===== src/hdl/ppc_pkg.sv =====
// ----------------------------------------------------------------------------
// ppc_pkg
// Shared types and constants of the program phase classifier.
// ----------------------------------------------------------------------------
`default_nettype none

package ppc_pkg;

    localparam int TID_W     = 3;   // thread id field
    localparam int ID_W      = 3;   // phase id field
    localparam int THR_W     = 22;  // distance threshold register
    localparam int CONF_W    = 4;   // confirm count register and run counter
    localparam int CFG_IDX_W = 1;
    localparam int NFIELDS   = 4;

    localparam logic [CFG_IDX_W-1:0] REG_THRESH  = 1'd0;
    localparam logic [CFG_IDX_W-1:0] REG_CONFIRM = 1'd1;

    localparam logic [THR_W-1:0]  THRESH_RST  = 22'd5000;
    localparam logic [CONF_W-1:0] CONFIRM_RST = 4'd4;

    // request to the shared distance unit
    typedef struct packed {
        logic start;
    } t_dist_req;

    // response from the shared distance unit
    typedef struct packed {
        logic done;
        logic differs;
    } t_dist_rsp;

endpackage

`default_nettype wire


===== src/hdl/ppc_dist.sv =====
// ----------------------------------------------------------------------------
// ppc_dist
// Shared Manhattan distance unit: one field per cycle, then a threshold compare.
// ----------------------------------------------------------------------------
`default_nettype none

module ppc_dist #(
    parameter int COUNT_WIDTH = 20
) (
    input  wire                                          i_clk,
    input  wire                                          i_rst_n,
    input  ppc_pkg::t_dist_req                           i_req,
    input  wire [ppc_pkg::NFIELDS*COUNT_WIDTH-1:0]       i_a,
    input  wire [ppc_pkg::NFIELDS*COUNT_WIDTH-1:0]       i_b,
    input  wire [ppc_pkg::THR_W-1:0]                     i_thresh,
    output ppc_pkg::t_dist_rsp                           o_rsp
);

    localparam int ACC_W = COUNT_WIDTH + 2;
    localparam int CMP_W = (ACC_W > ppc_pkg::THR_W) ? ACC_W : ppc_pkg::THR_W;

    logic             r_busy;
    logic             r_cmp;
    logic [1:0]       r_k;
    logic [ACC_W-1:0] r_acc;
    logic             r_done;
    logic             r_differs;

    logic [COUNT_WIDTH-1:0] fa;
    logic [COUNT_WIDTH-1:0] fb;
    logic [COUNT_WIDTH-1:0] absdiff;

    always_comb begin
        fa      = i_a[r_k*COUNT_WIDTH +: COUNT_WIDTH];
        fb      = i_b[r_k*COUNT_WIDTH +: COUNT_WIDTH];
        absdiff = (fa > fb) ? (fa - fb) : (fb - fa);
    end

    always_ff @(posedge i_clk) begin
        if (!i_rst_n) begin
            r_busy    <= 1'b0;
            r_cmp     <= 1'b0;
            r_k       <= 2'd0;
            r_done    <= 1'b0;
            r_differs <= 1'b0;
        end else begin
            r_done <= 1'b0;
            if (i_req.start) begin
                r_busy <= 1'b1;
                r_cmp  <= 1'b0;
                r_k    <= 2'd0;
                r_acc  <= '0;
            end else if (r_busy) begin
                r_acc <= r_acc + ACC_W'(absdiff);
                r_k   <= r_k + 2'd1;
                if (r_k == 2'd3) begin
                    r_busy <= 1'b0;
                    r_cmp  <= 1'b1;
                end
            end else if (r_cmp) begin
                r_cmp     <= 1'b0;
                r_done    <= 1'b1;
                r_differs <= CMP_W'(r_acc) > CMP_W'(i_thresh);
            end
        end
    end

    assign o_rsp.done    = r_done;
    assign o_rsp.differs = r_differs;

endmodule

`default_nettype wire


===== config.mk =====
export PLATFORM = sky130hd
export DESIGN_NAME = ppc_dist
export DESIGN_NICKNAME = d
export VERILOG_FILES = /design/src/hdl/ppc_pkg.sv /design/src/hdl/ppc_dist.sv
export SDC_FILE = /design/constraint.sdc
export NUM_CORES = 1
export LEC_CHECK = 0
export BUFFER_PORTS_ARGS = -buffer_cell sky130_fd_sc_hd__buf_2
export CAP_MARGIN = 20
export CORE_MARGIN = 5
export CORE_UTILIZATION = 35
export CTS_CLUSTER_DIAMETER = 200
export DETAILED_ROUTE_END_ITERATION = 10
export SLEW_MARGIN = 5
export SYNTH_ARGS = -nofsm -noshare
export SYNTH_HDL_FRONTEND = slang
export SYNTH_SLANG_ARGS = --single-unit

===== constraint.sdc =====
create_clock -name i_clk -period 10.3 [get_ports i_clk]
set_clock_uncertainty 0.05 [all_clocks]
set_input_delay 0 -clock i_clk [delete_from_list [all_inputs] [get_ports i_clk]]
set_output_delay 0 -clock i_clk [all_outputs]
set_load 0.02 [all_outputs]

==> impl_metrics.py, run 1 <==
metrics = {
    "placement": {
        "io_buffer_count": 186,
        "dp_hpwl_um": 13200,
        "dp.cells": 1001,
        "globalplace.congestion": 0.881,
    },
    "cts": {
        "cts_buffers": 3,
        "cts-root-buf": "clkbuf_16",
        "cts.clk_slew.worst_paths_ns": 0.07,
        "clock_latency_ns": 0.26,
        "clock-sinks": 28,
        "cts_tree": "yes",
        "clock_path_buffers": 2,
        "cts_resized": 0,
        "h-tree-depth": 1,
    },
    "routing": {
        "drt-total-wl_um": 15200,
        "ant_nets": 0,
        "drtPass1Iterations": 5,
        "via_per_inst": 5.21,
        "first_iter_violations": 312,
        "wire_per_inst_um": 15.1,
        "vias": 5237,
        "drc_errors": 0,
    },
    "die": {
        "die_area_sq_um": 18800,
        "core_area_sq_um": 15900,
        "rows": 46,
        "start_util": 0.356,
        "io_pins": 187,
        "die_w_um": 137,
        "die_h_um": 137,
    },
    "sta": {
        "tns_ns": 0,
        "final-setup-viol-count": 0,
        "slew_violations": 0,
        "rsz0062_at_grt": "no",
        "relSlewSlack": 0.321,
        "tightest_slew_ns": 1.02,
        "period_share": 0.595,
        "hold_violations": 0,
        "timing.fmax_mhz": 163,
        "period_needed_ns": 6.13,
    },
    "critical_path": {
        "crit_family": "compound AO/OA/AOI/OAI gates",
        "worstPathMaxFanout": 42,
        "arrival_ns": 6.09,
        "cp_num_buf_inv": 2,
        "max_stage_delay_ns": 0.61,
        "cp_slowest_cell": "mux4_2",
        "cp-startpoint": "r_k[0]",
        "crit_required_ns": 10.25,
        "critPathKind": "flop to flop",
        "worst_setup_path_start_kind": "flop",
        "rr_startpoint": "r_k[0]",
        "crit_path_end_kind": "flop",
        "cp_cell_sequence": "buf_4, mux4_2, ha_1, nand4_1, or3_1, o21ai_2, buf_4, mux2i_1, xor2_1, ha_1, and3_1, a221o_1, a211oi_1, nand4b_1, a31oi_1, xnor2_1, nor2_1",
    },
    "power_and_ir_drop": {
        "ir_drop_v": 0.0000844,
        "leakagePower_nw": 3.33,
        "p_per_area_nw_per_um2": 167,
    },
    "grt": {
        "grt_util_all_layers": 0.159,
        "grt-ovfl-total": 0,
        "antenna_found_initial": 0,
        "grt_pass1_vias": 5295,
        "grt_pass1_wl_um": 24400,
        "grt_max_degree": 43,
    },
    "synthesis": {
        "synth_seq_area_share": 0.138,
        "async_flop_share": 0,
        "synth_ff_type": "edfxtp_1",
        "mappedNetlistArea_sq_um": 5650,
        "yosysWarnings": 0,
        "synth_nets": 905,
        "synth_top_area_frac": 0.184,
        "synth_most_common_cell": "ha_1",
        "synth_top_cell_by_area": "ha_1",
        "synth_common_cells": "ha_1, inv_1, a21oi_1, nor2_1",
        "syn_area_per_cell_sq_um": 8.91,
        "ys_top_cells_by_area": "ha_1, mux4_2, edfxtp_1",
        "ys_ff_latch": 28,
        "synth-edff-count": 22,
        "syn_inst": 634,
        "ys_types": 67,
    },
    "run_status": {
        "run_status": "complete, no violations",
    },
    "layout": {
        "diodes": 0,
        "drive_gt1_frac": 0.322,
        "finalNonFillerCells": 1006,
        "syn2layout_area_growth_pct": 19.7,
        "nNetsFinal": 1062,
        "nFillCells": 1647,
    },
    "flow_run": {
        "cap_violations": 0,
    },
    "min_path": {
        "hp-class": "input port to flop",
        "worstHoldStart": "i_req",
    },
}
sequential cells by signal, summed over array words and instances, names as in the netlist:
register and count:
r_acc 22, r_busy 1, r_cmp 1, r_differs 1
r_done 1, r_k 2
kinds of logic (layout without fill, tap and decap cells):
group,Yosys count,count (layout),share of synthesized area
xor+xnor,35,35,0.0543
flops,28,28,0.138
fa+ha+maj,86,86,0.194
mux,51,51,0.179
simple gates,140,140,0.124
buf+inv,111,267,0.0870
compound gates,183,183,0.223
placed cells by master (no fill, tap or decap), types with 4 or more instances in the layout:
master,synthesis,layout
a221oi_1,5,5
a211oi_1,6,6
nand3_1,14,14
nand2_1,30,30
nand4_1,14,14
inv_1,74,74
o21ai_0,22,22
o21ai_1,8,8
edfxtp_1,22,22
nor2b_1,10,10
a31oi_1,7,7
mux2i_1,9,9
a21o_1,40,40
o21bai_1,5,5
o21a_1,11,11
o211ai_1,5,5
xnor2_1,18,18
ha_1,83,83
a21oi_1,43,43
xor2_1,17,17
nor2_1,41,41
mux4_2,40,40
nand2b_1,5,5
buf_2,14,186
clkbuf_16,0,4
and3_1,6,6
dfxtp_1,6,4
metal layers:
layer / vias to the layer above / global-route usage / part of all wire
met4: 0 / 0.0288 / 0.010
met1: 2387 / 0.219 / 0.46
met3: 13 / 0.0180 / 0.065
met5: - / 0 / 0
met2: 189 / 0.269 / 0.46
li1: 2648 / - / -
power by group:
group / switching, mW / internal (mW) / leakage [nW]
Combinational: 0.459 / 0.374 / 3.02
Clock: 0.0379 / 0.0677 / 0.0493
Sequential: 0.0261 / 0.168 / 0.265
layout make-up:
class                   count  area (sq um)  area share
repair buffers            189           956       0.141
inverters                  74           278      0.0411
flip-flops and latches     28           783       0.116
multi-input cells         495          4380       0.647
well taps                 216           270      0.0400
clock buffers               4           100      0.0148
worst reg2reg max path, delay by kind of cell, from the launching register on:
family	cells	cell delay (ns)
AOI/OAI and AO/OA	4	1.34
xor gates and xnor gates	2	0.35
adders and majority gates	2	0.88
buffers and inverters	2	0.94
DFF	1	0.31
muxes	2	0.90
and+or+nand+nor	5	1.10
worst paths after layout:
check,to,slack (ns),depth (start not counted)
setup / recovery,r_acc[21],4.17,17
hold / removal,r_busy,0.20,3
setup reg to reg,r_acc[21],4.17,17
hold reg to reg,r_done,0.44,2
timing repair:
item,4_1_cts,5_1_grt
hold buffers,1,0
setup buffers,0,0
setup endpoints to repair,0,0
endpoints found under the hold margin,1,0
per-stage QoR:
stage	setup WS [ns]	util	hold slack, ns	total power, mW	area [sq um]
floorplan	5.19	-	0.104	0.845	5650
global placement	4.16	0.419	0.238	1.03	6650
detailed placement	4.06	0.419	0.248	1.02	6650
CTS	4.05	0.426	0.207	1.13	6760
global route	3.64	0.426	0.241	1.25	6760
finish	4.17	0.426	0.202	1.13	6760
No activity file was read; power rests on OpenSTA's default activity.
==> run 2, diff against run 1 <==
ABC_AREA = 1   (was default)
clock period = 5.9 ns   (was 10.3 ns; I/O delays follow)
==> run 2 against run 1 <==
  * Non-clock buffer count up 7
  * Critical path type unchanged
  * Highest routed layer unchanged
  * Critical path depth is 4 higher
  * Sequential share of layout area shrank 1.6 points
  * Register-to-register slack got worse by 3.6 ns
  * Core utilization down 0.59 points
  * Global-route usage up 3.6 points
  * Total power rose by 67%
  * Combinational power increased by 69%
  * Clock power grew 73%
  * Worst setup slack got worse by 3.6 ns
  * Fmax up 16%
  * Cell area grew 16%
==> impl_metrics.py, run 2 <==
metrics = {
    "cts": {
        "cts_buffers": 3,
        "clock_latency_ns": 0.28,
        "cts_setup_buffers": 0,
        "cts-root-buf": "clkbuf_16",
        "h-tree-depth": 1,
        "cts_tree": "yes",
        "clock_path_buffers": 2,
        "cts.clk_slew.worst_paths_ns": 0.08,
        "clock-sinks": 28,
    },
    "critical_path": {
        "cp-startpoint": "r_k[1]",
        "r2r_setup_slack_ns": 0.60,
        "r2r_end": "r_acc[16]",
        "worstPathMaxFanout": 50,
        "crit_path_end_kind": "flop",
        "rr_startpoint": "r_k[1]",
        "max_stage_delay_ns": 0.57,
        "critPathKind": "flop to flop",
        "cp_num_buf_inv": 5,
        "crit_required_ns": 5.89,
        "worst_setup_path_start_kind": "flop",
        "crit_end": "r_acc[16]",
        "crit_family": "compound AO/OA/AOI/OAI gates",
        "cp_cell_sequence": "inv_2, buf_4, a21oi_1, a32oi_1, inv_1, fa_1, nand3_1, nand3_1, nand3_1, nand3_2, nand2_4, nand2_1, o21ai_1, inv_1, fa_1, o21ai_0, inv_1, nor2_1, o21ai_0, a21oi_1, nor2_1",
        "cp_slowest_cell": "inv_2",
        "reg2reg_depth": 21,
        "cp_num_cells": 21,
        "arrival_ns": 5.29,
    },
    "sta": {
        "relSlewSlack": 0.440,
        "tns_ns": 0,
        "timing.fmax_mhz": 189,
        "period_share": 0.898,
        "final-setup-viol-count": 0,
        "rsz0062_at_grt": "no",
        "period_needed_ns": 5.30,
        "tightest_slew_ns": 0.840,
        "hold_violations": 0,
        "slew_violations": 0,
    },
    "routing": {
        "drtPass1Iterations": 5,
        "ant_nets": 0,
        "wire_per_inst_um": 14.1,
        "vias": 7856,
        "drc_errors": 0,
        "drt-total-wl_um": 22000,
        "via_per_inst": 5.03,
        "first_iter_violations": 547,
    },
    "layout": {
        "mostFrequentLayoutCell": "nand2_1",
        "drive_gt1_frac": 0.173,
        "largest_reg_flops": 22,
        "largestRegisters": "r_acc: 22 flops, r_k: 2 flops",
        "diodes": 0,
        "nFillCells": 2081,
        "nNetsFinal": 1599,
        "layout_common_cells": "nand2_1, buf_2, inv_1",
        "regMostFlops": "r_acc",
        "syn2layout_area_growth_pct": 18.0,
    },
    "power_and_ir_drop": {
        "ir_drop_v": 0.000134,
        "p_total_mw": 1.90,
        "p_per_area_nw_per_um2": 242,
        "leakagePower_nw": 4.50,
    },
    "synthesis": {
        "synth_seq_area_share": 0.117,
        "async_flop_share": 0,
        "synth_nets": 1437,
        "synth_ff_type": "edfxtp_1",
        "synth_most_common_cell": "nand2_1",
        "ys_top_cells_by_area": "nand2_1, ha_1, edfxtp_1",
        "synth-edff-count": 22,
        "ys_types": 42,
        "yosysWarnings": 0,
        "mappedNetlistArea_sq_um": 6660,
        "synth_common_cells": "nand2_1, inv_1, a21oi_1, nor2_1, ha_1",
        "synth_top_area_frac": 0.226,
        "syn_inst": 1166,
        "synth_top_cell_by_area": "nand2_1",
        "ys_ff_latch": 28,
        "syn_area_per_cell_sq_um": 5.71,
    },
    "grt": {
        "grt_util_all_layers": 0.195,
        "met1_usage": 0.269,
        "grt-ovfl-total": 0,
        "grt_max_degree": 84,
        "antenna_found_initial": 0,
        "grt.busiest_layer": "met2",
        "grt_pass1_vias": 7333,
        "grtUsageMet3": 0.0221,
        "grtUsageMet2": 0.332,
        "grt_pass1_wl_um": 35200,
    },
    "die": {
        "die_w_um": 148,
        "start_util": 0.356,
        "core_area_sq_um": 18700,
        "die_h_um": 148,
        "io_pins": 187,
        "die_area_sq_um": 21900,
        "rows": 50,
    },
    "placement": {
        "io_buffer_count": 186,
        "globalplace.congestion": 0.947,
        "dp_hpwl_um": 19000,
    },
    "run_status": {
        "run_status": "complete, no violations",
    },
    "min_path": {
        "worstHoldPathCells": 6,
        "hp-class": "input port to flop",
    },
    "flow_run": {
        "cap_violations": 0,
    },
}
[run 2: cell types whose count changed in the layout (fill, tap and decap cells not counted), moves of 38 or more]
cell     delta
a21o_1     -38
a21oi_1    +68
inv_1     +100
mux4_2     -40
nand2_1   +370
nand3_1    +57
nor2_1     +53
[run 2: worst register-to-register path, delay by kind of cell (launching register included)]
family / cells / cell delay [ns]
fa+ha+maj: 2 / 0.94
buf+inv: 5 / 1.29
flops: 1 / 0.36
simple gates: 8 / 1.09
compound gates: 6 / 1.32
[run 2: cell families after synthesis]
| group | count (synthesis) | synth area share |
|---|---|---|
| buffers and inverters | 219 | 0.131 |
| AO/OA/AOI/OAI | 212 | 0.189 |
| XOR/XNOR | 18 | 0.0237 |
| adder cells (fa/ha/maj) | 86 | 0.165 |
| AND/OR/NAND/NOR | 603 | 0.374 |
| flip-flops | 28 | 0.117 |
[run 2: area by class of cell]
class                   count  area (sq um)  share of cell area
multi-input cells         919          5000               0.637
flip-flops and latches     28           782              0.0996
clock buffers               4          88.8              0.0113
well taps                 234           293              0.0373
inverters                 180           678              0.0863
repair buffers            196          1010               0.129
[run 2: routing by layer]
| layer | share of wire | vias up |
|---|---|---|
| met5 | 0 | - |
| met4 | 0.015 | 0 |
| met3 | 0.057 | 25 |
| met2 | 0.46 | 270 |
| met1 | 0.47 | 3454 |
| li1 | - | 4107 |
[run 2: worst min-delay path by stage]
stage,to,start,slack [ns]
3_5_place_dp,r_acc[1],i_req,0.28
4_1_cts,r_differs,i_thresh[0],0.22
5_1_grt,r_differs,i_thresh[0],0.28
2_1_floorplan,r_k[0],i_rst_n,0.09
3_3_place_gp,r_k[1],i_rst_n,0.26
6_report,r_differs,i_thresh[0],0.22
[run 2: repair_timing]
item                                    4_1_cts  5_1_grt
endpoints found under the setup margin        0        0
hold buffers                                  2        0
hold endpoints to repair                      3        0
resized for setup                             0        0
[run 2: where the power goes]
group,switching (mW),total (mW),leakage [nW],internal [mW]
clock,0.0782,0.183,0.0442,0.105
sequential,0.0302,0.301,0.264,0.270
combinational,0.912,1.41,4.19,0.502
[run 2: through the flow]
stage | setup slack [ns] | area [sq um] | std cells | utilization | hold WS [ns]
after floorplan | 1.82 | 6660 | 1166 | - | 0.0919
after global placement | 0.797 | 7750 | 1555 | 0.414 | 0.260
after detailed placement | 0.645 | 7750 | 1555 | 0.414 | 0.275
after CTS | 0.613 | 7860 | 1561 | 0.420 | 0.224
after global routing | 0.0660 | 7860 | 1561 | 0.420 | 0.279
final | 0.599 | 7860 | 1561 | 0.420 | 0.217
